===== src/hdl/dtq_pkg.sv =====
package dtq_pkg;

  typedef logic [3:0] dp_op_t;

  localparam dp_op_t OP_NONE      = 4'd0;
  localparam dp_op_t OP_LOAD      = 4'd1;
  localparam dp_op_t OP_CLEAR     = 4'd2;
  localparam dp_op_t OP_RD_POS    = 4'd3;
  localparam dp_op_t OP_WALK_STEP = 4'd4;
  localparam dp_op_t OP_RD_SHIFT  = 4'd5;
  localparam dp_op_t OP_WR_SHIFT  = 4'd6;
  localparam dp_op_t OP_WR_NEW    = 4'd7;
  localparam dp_op_t OP_WR_SUCC   = 4'd8;
  localparam dp_op_t OP_COMMIT    = 4'd9;
  localparam dp_op_t OP_REJECT    = 4'd10;
  localparam dp_op_t OP_RD_HEAD   = 4'd11;
  localparam dp_op_t OP_TICK_POP  = 4'd12;
  localparam dp_op_t OP_TICK_SUB  = 4'd13;
  localparam dp_op_t OP_TICK_LAST = 4'd14;

  typedef struct packed {
    dp_op_t op;
  } dtq_ctl_t;

  typedef struct packed {
    logic full;
    logic walk_end;
    logic walk_hit;
    logic shift_done;
    logic pos_lt_len;
    logic q_empty;
    logic head_expire;
    logic pend_valid;
    logic out_free;
  } dtq_sts_t;

endpackage


===== src/hdl/dtq_ctrl.sv =====
module dtq_ctrl (
  input  logic             clk,
  input  logic             rst_n,
  input  logic             in_tvalid,
  output logic             in_tready,
  input  logic [1:0]       in_command,
  input  dtq_pkg::dtq_sts_t sts,
  output dtq_pkg::dtq_ctl_t ctl
);

  localparam logic [1:0] CMD_PLAY  = 2'd0;
  localparam logic [1:0] CMD_TICK  = 2'd1;
  localparam logic [1:0] CMD_CLEAR = 2'd2;

  localparam logic [3:0] S_IDLE  = 4'd0;
  localparam logic [3:0] S_CLR   = 4'd1;
  localparam logic [3:0] S_PCHK  = 4'd2;
  localparam logic [3:0] S_PWALK = 4'd3;
  localparam logic [3:0] S_PCMP  = 4'd4;
  localparam logic [3:0] S_SHCHK = 4'd5;
  localparam logic [3:0] S_SHWR  = 4'd6;
  localparam logic [3:0] S_WNEW  = 4'd7;
  localparam logic [3:0] S_WSUCC = 4'd8;
  localparam logic [3:0] S_PDONE = 4'd9;
  localparam logic [3:0] S_REJ   = 4'd10;
  localparam logic [3:0] S_TCHK  = 4'd11;
  localparam logic [3:0] S_TCMP  = 4'd12;
  localparam logic [3:0] S_TFIN  = 4'd13;

  logic [3:0] state_r;
  logic [3:0] state_nxt;

  assign in_tready = (state_r == S_IDLE);

  always_comb begin
    state_nxt = state_r;
    ctl.op    = dtq_pkg::OP_NONE;
    case (state_r)
      S_IDLE: begin
        if (in_tvalid) begin
          ctl.op = dtq_pkg::OP_LOAD;
          case (in_command)
            CMD_PLAY:  state_nxt = S_PCHK;
            CMD_TICK:  state_nxt = S_TCHK;
            CMD_CLEAR: state_nxt = S_CLR;
            default:   state_nxt = S_IDLE;
          endcase
        end
      end
      S_CLR: begin
        ctl.op    = dtq_pkg::OP_CLEAR;
        state_nxt = S_IDLE;
      end
      S_PCHK: begin
        state_nxt = sts.full ? S_REJ : S_PWALK;
      end
      S_PWALK: begin
        if (sts.walk_end) begin
          state_nxt = S_SHCHK;
        end else begin
          ctl.op    = dtq_pkg::OP_RD_POS;
          state_nxt = S_PCMP;
        end
      end
      S_PCMP: begin
        ctl.op    = dtq_pkg::OP_WALK_STEP;
        state_nxt = sts.walk_hit ? S_SHCHK : S_PWALK;
      end
      S_SHCHK: begin
        if (sts.shift_done) begin
          state_nxt = S_WNEW;
        end else begin
          ctl.op    = dtq_pkg::OP_RD_SHIFT;
          state_nxt = S_SHWR;
        end
      end
      S_SHWR: begin
        ctl.op    = dtq_pkg::OP_WR_SHIFT;
        state_nxt = S_SHCHK;
      end
      S_WNEW: begin
        ctl.op    = dtq_pkg::OP_WR_NEW;
        state_nxt = sts.pos_lt_len ? S_WSUCC : S_PDONE;
      end
      S_WSUCC: begin
        ctl.op    = dtq_pkg::OP_WR_SUCC;
        state_nxt = S_PDONE;
      end
      S_PDONE: begin
        if (sts.out_free) begin
          ctl.op    = dtq_pkg::OP_COMMIT;
          state_nxt = S_IDLE;
        end
      end
      S_REJ: begin
        if (sts.out_free) begin
          ctl.op    = dtq_pkg::OP_REJECT;
          state_nxt = S_IDLE;
        end
      end
      S_TCHK: begin
        if (sts.q_empty) begin
          state_nxt = S_TFIN;
        end else begin
          ctl.op    = dtq_pkg::OP_RD_HEAD;
          state_nxt = S_TCMP;
        end
      end
      S_TCMP: begin
        if (sts.head_expire) begin
          if (!sts.pend_valid || sts.out_free) begin
            ctl.op    = dtq_pkg::OP_TICK_POP;
            state_nxt = S_TCHK;
          end
        end else begin
          ctl.op    = dtq_pkg::OP_TICK_SUB;
          state_nxt = S_TFIN;
        end
      end
      S_TFIN: begin
        if (!sts.pend_valid) begin
          state_nxt = S_IDLE;
        end else if (sts.out_free) begin
          ctl.op    = dtq_pkg::OP_TICK_LAST;
          state_nxt = S_IDLE;
        end
      end
      default: begin
        state_nxt = S_IDLE;
      end
    endcase
  end

  always_ff @(posedge clk) begin
    if (!rst_n) begin
      state_r <= S_IDLE;
    end else begin
      state_r <= state_nxt;
    end
  end

endmodule


===== src/hdl/dtq_dp.sv =====
module dtq_dp #(
  parameter int MAX_VOICES = 16,
  parameter int TIME_BITS  = 24
) (
  input  logic              clk,
  input  logic              rst_n,
  input  logic [47:0]       in_tdata,
  input  dtq_pkg::dtq_ctl_t ctl,
  output dtq_pkg::dtq_sts_t sts,
  input  logic              out_tready,
  output logic              out_tvalid,
  output logic [7:0]        out_tdata,
  output logic [1:0]        out_tuser,
  output logic              out_tlast
);

  localparam int AW = (MAX_VOICES > 1) ? $clog2(MAX_VOICES) : 1;
  localparam int LW = $clog2(MAX_VOICES + 1);
  localparam int SW = LW + 1;
  localparam int TB = TIME_BITS;
  localparam int MW = TB + AW;

  localparam logic [1:0] KIND_OK   = 2'd0;
  localparam logic [1:0] KIND_REJ  = 2'd1;
  localparam logic [1:0] KIND_DONE = 2'd2;

  function automatic logic [AW-1:0] phys(input logic [AW-1:0] h, input logic [LW-1:0] off);
    logic [SW-1:0] s;
    s = SW'(h) + SW'(off);
    if (s >= SW'(MAX_VOICES)) begin
      s = s - SW'(MAX_VOICES);
    end
    return AW'(s);
  endfunction

  logic [MW-1:0]         mem [MAX_VOICES];
  logic [MW-1:0]         rdata_r;
  logic                  rd_en;
  logic [AW-1:0]         rd_addr;
  logic                  wr_en;
  logic [AW-1:0]         wr_addr;
  logic [MW-1:0]         wr_data;

  logic [LW-1:0]         len_r, len_nxt;
  logic [AW-1:0]         head_r, head_nxt;
  logic [MAX_VOICES-1:0] flags_r, flags_nxt;
  logic                  pend_valid_r, pend_valid_nxt;
  logic                  out_valid_r, out_valid_nxt;

  logic [TB-1:0]         dur_r, dur_nxt;
  logic [TB-1:0]         rem_r, rem_nxt;
  logic [TB-1:0]         before_r, before_nxt;
  logic [LW-1:0]         pos_r, pos_nxt;
  logic [LW-1:0]         j_r, j_nxt;
  logic [TB-1:0]         hit_delta_r, hit_delta_nxt;
  logic [AW-1:0]         hit_slot_r, hit_slot_nxt;
  logic [AW-1:0]         pend_slot_r, pend_slot_nxt;
  logic [1:0]            out_kind_r, out_kind_nxt;
  logic [3:0]            out_voice_r, out_voice_nxt;
  logic                  out_last_r, out_last_nxt;

  logic [TB-1:0]         rdelta;
  logic [AW-1:0]         rslot;
  logic [TB:0]           reach;
  logic [TB-1:0]         new_delta;
  logic [AW-1:0]         free_slot;
  logic                  free_found;
  logic                  out_free;

  assign rdelta    = rdata_r[TB-1:0];
  assign rslot     = rdata_r[MW-1:TB];
  assign reach     = (TB+1)'(before_r) + (TB+1)'(rdelta);
  assign new_delta = dur_r - before_r;
  assign out_free  = !out_valid_r || out_tready;

  always_comb begin
    free_found = 1'b0;
    free_slot  = '0;
    for (int i = MAX_VOICES - 1; i >= 0; i--) begin
      if (!flags_r[i]) begin
        free_found = 1'b1;
        free_slot  = AW'(i);
      end
    end
  end

  always_comb begin
    sts.full        = !free_found || (len_r == LW'(MAX_VOICES));
    sts.walk_end    = (pos_r == len_r);
    sts.walk_hit    = ((TB+1)'(dur_r) <= reach);
    sts.shift_done  = (j_r == pos_r);
    sts.pos_lt_len  = (pos_r < len_r);
    sts.q_empty     = (len_r == '0);
    sts.head_expire = (rdelta <= rem_r);
    sts.pend_valid  = pend_valid_r;
    sts.out_free    = out_free;
  end

  always_comb begin
    rd_en   = 1'b0;
    rd_addr = head_r;
    wr_en   = 1'b0;
    wr_addr = head_r;
    wr_data = rdata_r;
    case (ctl.op)
      dtq_pkg::OP_RD_POS: begin
        rd_en   = 1'b1;
        rd_addr = phys(head_r, pos_r);
      end
      dtq_pkg::OP_RD_SHIFT: begin
        rd_en   = 1'b1;
        rd_addr = phys(head_r, j_r - LW'(1));
      end
      dtq_pkg::OP_RD_HEAD: begin
        rd_en = 1'b1;
      end
      dtq_pkg::OP_WR_SHIFT: begin
        wr_en   = 1'b1;
        wr_addr = phys(head_r, j_r);
      end
      dtq_pkg::OP_WR_NEW: begin
        wr_en   = 1'b1;
        wr_addr = phys(head_r, pos_r);
        wr_data = {free_slot, new_delta};
      end
      dtq_pkg::OP_WR_SUCC: begin
        wr_en   = 1'b1;
        wr_addr = phys(head_r, pos_r + LW'(1));
        wr_data = {hit_slot_r, hit_delta_r - new_delta};
      end
      dtq_pkg::OP_TICK_SUB: begin
        wr_en   = 1'b1;
        wr_data = {rslot, rdelta - rem_r};
      end
      default: begin
        rd_en = 1'b0;
      end
    endcase
  end

  always_ff @(posedge clk) begin
    if (wr_en) begin
      mem[wr_addr] <= wr_data;
    end
    if (rd_en) begin
      rdata_r <= mem[rd_addr];
    end
  end

  always_comb begin
    len_nxt        = len_r;
    head_nxt       = head_r;
    flags_nxt      = flags_r;
    pend_valid_nxt = pend_valid_r;
    out_valid_nxt  = out_valid_r && !out_tready;
    dur_nxt        = dur_r;
    rem_nxt        = rem_r;
    before_nxt     = before_r;
    pos_nxt        = pos_r;
    j_nxt          = j_r;
    hit_delta_nxt  = hit_delta_r;
    hit_slot_nxt   = hit_slot_r;
    pend_slot_nxt  = pend_slot_r;
    out_kind_nxt   = out_kind_r;
    out_voice_nxt  = out_voice_r;
    out_last_nxt   = out_last_r;
    case (ctl.op)
      dtq_pkg::OP_LOAD: begin
        dur_nxt        = TB'(in_tdata[23:0]);
        rem_nxt        = TB'(in_tdata[47:24]);
        before_nxt     = '0;
        pos_nxt        = '0;
        j_nxt          = len_r;
        pend_valid_nxt = 1'b0;
      end
      dtq_pkg::OP_CLEAR: begin
        len_nxt   = '0;
        head_nxt  = '0;
        flags_nxt = '0;
      end
      dtq_pkg::OP_WALK_STEP: begin
        if (sts.walk_hit) begin
          hit_delta_nxt = rdelta;
          hit_slot_nxt  = rslot;
        end else begin
          before_nxt = TB'(reach);
          pos_nxt    = pos_r + LW'(1);
        end
      end
      dtq_pkg::OP_WR_SHIFT: begin
        j_nxt = j_r - LW'(1);
      end
      dtq_pkg::OP_COMMIT: begin
        flags_nxt     = flags_r | (MAX_VOICES'(1) << free_slot);
        len_nxt       = len_r + LW'(1);
        out_valid_nxt = 1'b1;
        out_kind_nxt  = KIND_OK;
        out_voice_nxt = 4'(free_slot);
        out_last_nxt  = 1'b1;
      end
      dtq_pkg::OP_REJECT: begin
        out_valid_nxt = 1'b1;
        out_kind_nxt  = KIND_REJ;
        out_voice_nxt = '0;
        out_last_nxt  = 1'b1;
      end
      dtq_pkg::OP_TICK_POP: begin
        rem_nxt   = rem_r - rdelta;
        flags_nxt = flags_r & ~(MAX_VOICES'(1) << rslot);
        head_nxt  = phys(head_r, LW'(1));
        len_nxt   = len_r - LW'(1);
        if (pend_valid_r) begin
          out_valid_nxt = 1'b1;
          out_kind_nxt  = KIND_DONE;
          out_voice_nxt = 4'(pend_slot_r);
          out_last_nxt  = 1'b0;
        end
        pend_slot_nxt  = rslot;
        pend_valid_nxt = 1'b1;
      end
      dtq_pkg::OP_TICK_LAST: begin
        out_valid_nxt  = 1'b1;
        out_kind_nxt   = KIND_DONE;
        out_voice_nxt  = 4'(pend_slot_r);
        out_last_nxt   = 1'b1;
        pend_valid_nxt = 1'b0;
      end
      default: begin
        len_nxt = len_r;
      end
    endcase
  end

  always_ff @(posedge clk) begin
    if (!rst_n) begin
      len_r        <= '0;
      head_r       <= '0;
      flags_r      <= '0;
      pend_valid_r <= 1'b0;
      out_valid_r  <= 1'b0;
    end else begin
      len_r        <= len_nxt;
      head_r       <= head_nxt;
      flags_r      <= flags_nxt;
      pend_valid_r <= pend_valid_nxt;
      out_valid_r  <= out_valid_nxt;
    end
  end

  always_ff @(posedge clk) begin
    dur_r       <= dur_nxt;
    rem_r       <= rem_nxt;
    before_r    <= before_nxt;
    pos_r       <= pos_nxt;
    j_r         <= j_nxt;
    hit_delta_r <= hit_delta_nxt;
    hit_slot_r  <= hit_slot_nxt;
    pend_slot_r <= pend_slot_nxt;
    out_kind_r  <= out_kind_nxt;
    out_voice_r <= out_voice_nxt;
    out_last_r  <= out_last_nxt;
  end

  assign out_tvalid = out_valid_r;
  assign out_tdata  = {4'b0000, out_voice_r};
  assign out_tuser  = out_kind_r;
  assign out_tlast  = out_last_r;

endmodule


===== src/hdl/delta_timer_queue_slots_unit.sv =====
// channel  | dir | tdata                                  | tuser       | tlast
// in_      | in  | duration [23:0], elapsed [47:24]       | command     | -
// out_     | out | voice [3:0], zero [7:4]                | kind        | last
//
// play: walks the queued entries, moves later entries up, writes the new entry and, when
//   it goes in front of an entry, rewrites that entry's delta; a rejected play only reports;
//   the queue memory takes one read or write at a time, with registered read data
// tick: pops and reports expired entries, cuts the remaining head; clear: empties queue
// reset clears queue length, in-use flags and handshake state at once, no sweep
// one output register; the controller stalls before loading a result while the last is not taken
module delta_timer_queue_slots_unit #(
  parameter int MAX_VOICES = 16,
  parameter int TIME_BITS  = 24
) (
  input  logic        clk,
  input  logic        rst_n,
  input  logic        in_tvalid,
  output logic        in_tready,
  input  logic [47:0] in_tdata,   // duration, elapsed
  input  logic [1:0]  in_tuser,   // command
  output logic        out_tvalid,
  input  logic        out_tready,
  output logic [7:0]  out_tdata,  // voice, zero pad
  output logic [1:0]  out_tuser,  // kind
  output logic        out_tlast
);

  dtq_pkg::dtq_ctl_t ctl;
  dtq_pkg::dtq_sts_t sts;

  dtq_ctrl u_ctrl (
    .clk        (clk),
    .rst_n      (rst_n),
    .in_tvalid  (in_tvalid),
    .in_tready  (in_tready),
    .in_command (in_tuser),
    .sts        (sts),
    .ctl        (ctl)
  );

  dtq_dp #(
    .MAX_VOICES (MAX_VOICES),
    .TIME_BITS  (TIME_BITS)
  ) u_dp (
    .clk        (clk),
    .rst_n      (rst_n),
    .in_tdata   (in_tdata),
    .ctl        (ctl),
    .sts        (sts),
    .out_tready (out_tready),
    .out_tvalid (out_tvalid),
    .out_tdata  (out_tdata),
    .out_tuser  (out_tuser),
    .out_tlast  (out_tlast)
  );

endmodule


===== config.mk =====
export PLATFORM = sky130hd
export DESIGN_NAME = delta_timer_queue_slots_unit
export DESIGN_NICKNAME = d
export VERILOG_FILES = /design/src/hdl/dtq_pkg.sv /design/src/hdl/dtq_ctrl.sv /design/src/hdl/dtq_dp.sv /design/src/hdl/delta_timer_queue_slots_unit.sv
export SDC_FILE = /design/constraint.sdc
export NUM_CORES = 1
export LEC_CHECK = 0
export ABC_AREA = 1
export BUFFER_PORTS_ARGS = -buffer_cell sky130_fd_sc_hd__buf_2
export CAP_MARGIN = 20
export CORE_MARGIN = 2
export CORE_UTILIZATION = 60
export DETAILED_ROUTE_END_ITERATION = 6
export GPL_TIMING_DRIVEN = 0
export PLACE_DENSITY = 0.77
export SKIP_LAST_GASP = 1
export SLEW_MARGIN = 20
export SYNTH_ARGS = -nofsm -noshare
export SYNTH_HDL_FRONTEND = slang
export SYNTH_SLANG_ARGS = --single-unit
export TNS_END_PERCENT = 50

===== constraint.sdc =====
create_clock -name clk -period 7.7 [get_ports clk]
set_input_delay 1.155 -clock clk [delete_from_list [all_inputs] [get_ports clk]]
set_output_delay 1.155 -clock clk [all_outputs]
set_load 0.02 [all_outputs]

==> impl_metrics.toml <==
[detailed_routing]
antenna_left = 0
drtIter0Drc = 3024
vias = 26077
wirelength_um = 98400
first_pass_iters = 6
viasPerCell = 5.99
drc = 0
avgRoutedWirePerCell_um = 22.6

[clocking]
holdBufCountCts = 0
cts_setup_buffers = 0
cts_resized = 0
clkSlewWorstSetupHoldPaths_ns = 0.06
h-tree-depth = 3
cts_tree = "done"
clock_latency_ns = 0.64
cts_root_buf = "clkbuf_16"
cts_buffer_depth = 3
cts_buffers = 68
clock_sinks = 628

[logic_synthesis]
post-synth-top-count-cell = "edfxtp_1"
yosys.area.top_type = "edfxtp_1"
synth_top_area_share_pct = 53.7
ys_seq_area_share_pct = 55.6
synth_ff_type = "edfxtp_1"
synth.cell_area_sq_mm = 0.0334
synthTopCellsByCount = "edfxtp_1, nand2_1, inv_1, a21oi_1, nand3_1"
synth_top_cells_by_area = "edfxtp_1, ha_1, nand2_1"
synthCells = 3397
ys_types = 57
avgSynthCellArea_sq_um = 9.83
ys_ff_latch = 628
synth-async-reset-ratio_pct = 0
synth_warnings = 0
synth_edf_count = 597

[global_routing]
antenna_found_initial = 0
grt-ovfl-total = 0
grt_pass1_wl_um = 147000
grt_max_degree = 30
grt_pass1_vias = 25111
grtUsageTotal_pct = 34.6

[die]
fp.dieW_um = 240
die_h_um = 240
start_util_pct = 60.6
die-area_sq_mm = 0.0575
fp-row-count = 86
coreArea_sq_mm = 0.0551
io_pins = 67

[layout]
seqCellArea_sq_mm = 0.0185
nFillCells = 4328
syn_to_final_growth_pct = 12.1
drive_above_1_share_pct = 10.5
final_util_pct = 67.9
nets = 3783
antenna_cells = 0
multi_input_area_sq_mm = 0.0124

[setup_path]
arrival_ns = 5.62
cp-end-kind = "register"
slowest_stage = "nand4_1"
r2r-end = "u_dp.mem[3][21]"
crit_buf_inv = 4
path_depth = 24
reg2regPathDepth = 24
critical_path.most_common_cell = "nand2_1"
rr_startpoint = "u_dp.dur_r[0]"
critPathTopFamily = "simple AND/OR/NAND/NOR gates"
worstPathCellList = "inv_1 -> ha_1 -> inv_1 -> fa_1 -> nand3_1 -> nand2_1 -> a21oi_1 -> inv_1 -> a21oi_1 -> o21ai_0 -> xor2_1 -> inv_1 -> ha_1 -> nand2_1 -> nor2_1 -> nand4_1 -> o21ai_1 -> a21oi_1 -> o21ai_1 -> nand2_1 -> nand2_1 -> nand2_1 -> nand3_1 -> nand4_1"
worstPathRequired_ns = 7.72
cpPeakStageDelay_ns = 0.82
crit_type = "reg -> reg"
start_kind = "register"
reg2reg_slack_ns = 2.10
crit_fanout = 16

[sta]
final_hold_viol_count = 0
setup-tns-final_ns = 0
finalCritPeriodShare_pct = 72.7
holdWs_ns = 0.489
fmax_ghz = 0.179
slew_headroom_pct = 26.4
finalSetupViolCount = 0
tightest_slew_ns = 1.10
finalClockSkew_ns = 0.0339
period_minus_slack_ns = 5.60
rsz0062_at_grt = "no"
drv_slew = 0
fin_ws_ns = 2.10

[place]
place_ws_ns = 2.24
globalplace.congestion = 0.954
dpl.hpwl_um = 70300
portBuffers = 62

[power]
vdd_drop_max_v = 0.000244
powerDensity_mw_per_mm2 = 253
total_power_uw = 9480
power.leakage_uw = 0.0152

[status]
status = "completed"

[worst_hold_path]
hp-start = "u_dp.len_r[3]"
hold_path_end = "u_dp.len_r[3]"
hp-class = "reg -> reg"
holdPathStages = 2

[run]
drv_cap = 0
==> worst max-delay path by stage <==
| stage | from | to | slack (ns) |
|---|---|---|---|
| finish | u_dp.dur_r[0] | u_dp.mem[3][21] | 2.10 |
| global route | u_dp.dur_r[0] | u_dp.mem[0][21] | 1.78 |
| CTS | u_dp.dur_r[0] | u_dp.mem[1][21] | 2.24 |
| detailed placement | u_dp.dur_r[0] | u_dp.mem[8][21] | 2.24 |
| global placement | u_dp.rdata_r[0] | u_dp.before_r[0] | 2.21 |
| floorplan | u_dp.rdata_r[0] | u_dp.before_r[0] | 3.61 |
==> metal layers <==
metal / vias up / global-route usage, % / wire length, um
li1: 12167 / - / -
met1: 12192 / 45.1 / 38200
met2: 1407 / 55.5 / 45000
met3: 311 / 6.14 / 9310
met4: 0 / 18.3 / 5880
met5: - / 0 / 0
==> per-stage QoR <==
step           instance area [sq um]  std cells
5_1_grt                        37400       4357
6_report                       37400       4357
4_1_cts                        37400       4357
2_1_floorplan                  33400       3400
3_3_place_gp                   34600       4210
3_5_place_dp                   35100       4235
==> worst min-delay path: cells and delay by family (launching register included) <==
| kind | cells | cell delay [ns] |
|---|---|---|
| DFF | 1 | 0.32 |
| and+or+nand+nor | 1 | 0.07 |
| AOI/OAI and AO/OA | 1 | 0.05 |
==> where the power goes <==
| part | switching [uW] | internal (uW) |
|---|---|---|
| Clock | 1390 | 1980 |
| Combinational | 1410 | 701 |
| Sequential | 74.0 | 3920 |
==> sequential cells by signal (all words and copies together), names as in the netlist, 5 cells and up <==
register and cells:
u_dp.mem 448, u_dp.rdata_r 28, u_dp.before_r 24, u_dp.dur_r 24, u_dp.hit_delta_r 24, u_dp.rem_r 24, u_dp.flags_r 16, u_dp.j_r 5
u_dp.len_r 5, u_dp.pos_r 5
==> cells by family (layout without fill, tap and decap cells) <==
logic type	Yosys count	count (layout)	synth area share, %
xor+xnor	103	103	2.70
flops	628	628	55.6
other cells	1	4	0.0112
simple gates	1077	1077	13.9
fa+ha+maj	172	172	6.65
compound gates	775	775	13.5
buf+inv	641	850	7.64
==> area by class of cell <==
type / count / share of cell area, %
Buffer: 139 / 1.78
Clock buffer: 80 / 4.78
Clock inverter: 42 / 1.33
Inverter: 502 / 5.04
Multi-Input combinational cell: 2131 / 33.2
Sequential cell: 628 / 49.6
Tap cell: 748 / 2.50
Timing Repair Buffer: 87 / 1.80
==> cells in the final DEF, fill, tap and decap left out, types with 8 or more instances in the layout <==
cell type | Yosys | final
nand3_1 | 257 | 257
o2111ai_2 | 0 | 13
xor2_1 | 70 | 70
o21ai_0 | 202 | 199
a21o_1 | 15 | 15
a21oi_1 | 278 | 277
dfxtp_1 | 31 | 31
bufinv_16 | 0 | 9
clkbuf_1 | 40 | 50
o211ai_1 | 117 | 117
edfxtp_1 | 597 | 597
clkinv_2 | 0 | 11
nor3_1 | 28 | 28
buf_2 | 74 | 136
nand2_1 | 528 | 526
o21ai_1 | 67 | 68
clkbuf_2 | 9 | 9
clkbuf_16 | 0 | 70
buf_4 | 11 | 14
nor2_1 | 181 | 181
inv_2 | 18 | 35
or2_2 | 20 | 20
clkinv_1 | 6 | 22
a31oi_1 | 19 | 19
xnor2_1 | 33 | 33
ha_1 | 163 | 163
nor4_1 | 14 | 14
inv_1 | 478 | 461
fa_1 | 9 | 9
o21a_1 | 8 | 8
o21bai_1 | 9 | 9
buf_6 | 0 | 12
nand4_1 | 31 | 31
Power figures use the tool's default switching activity.
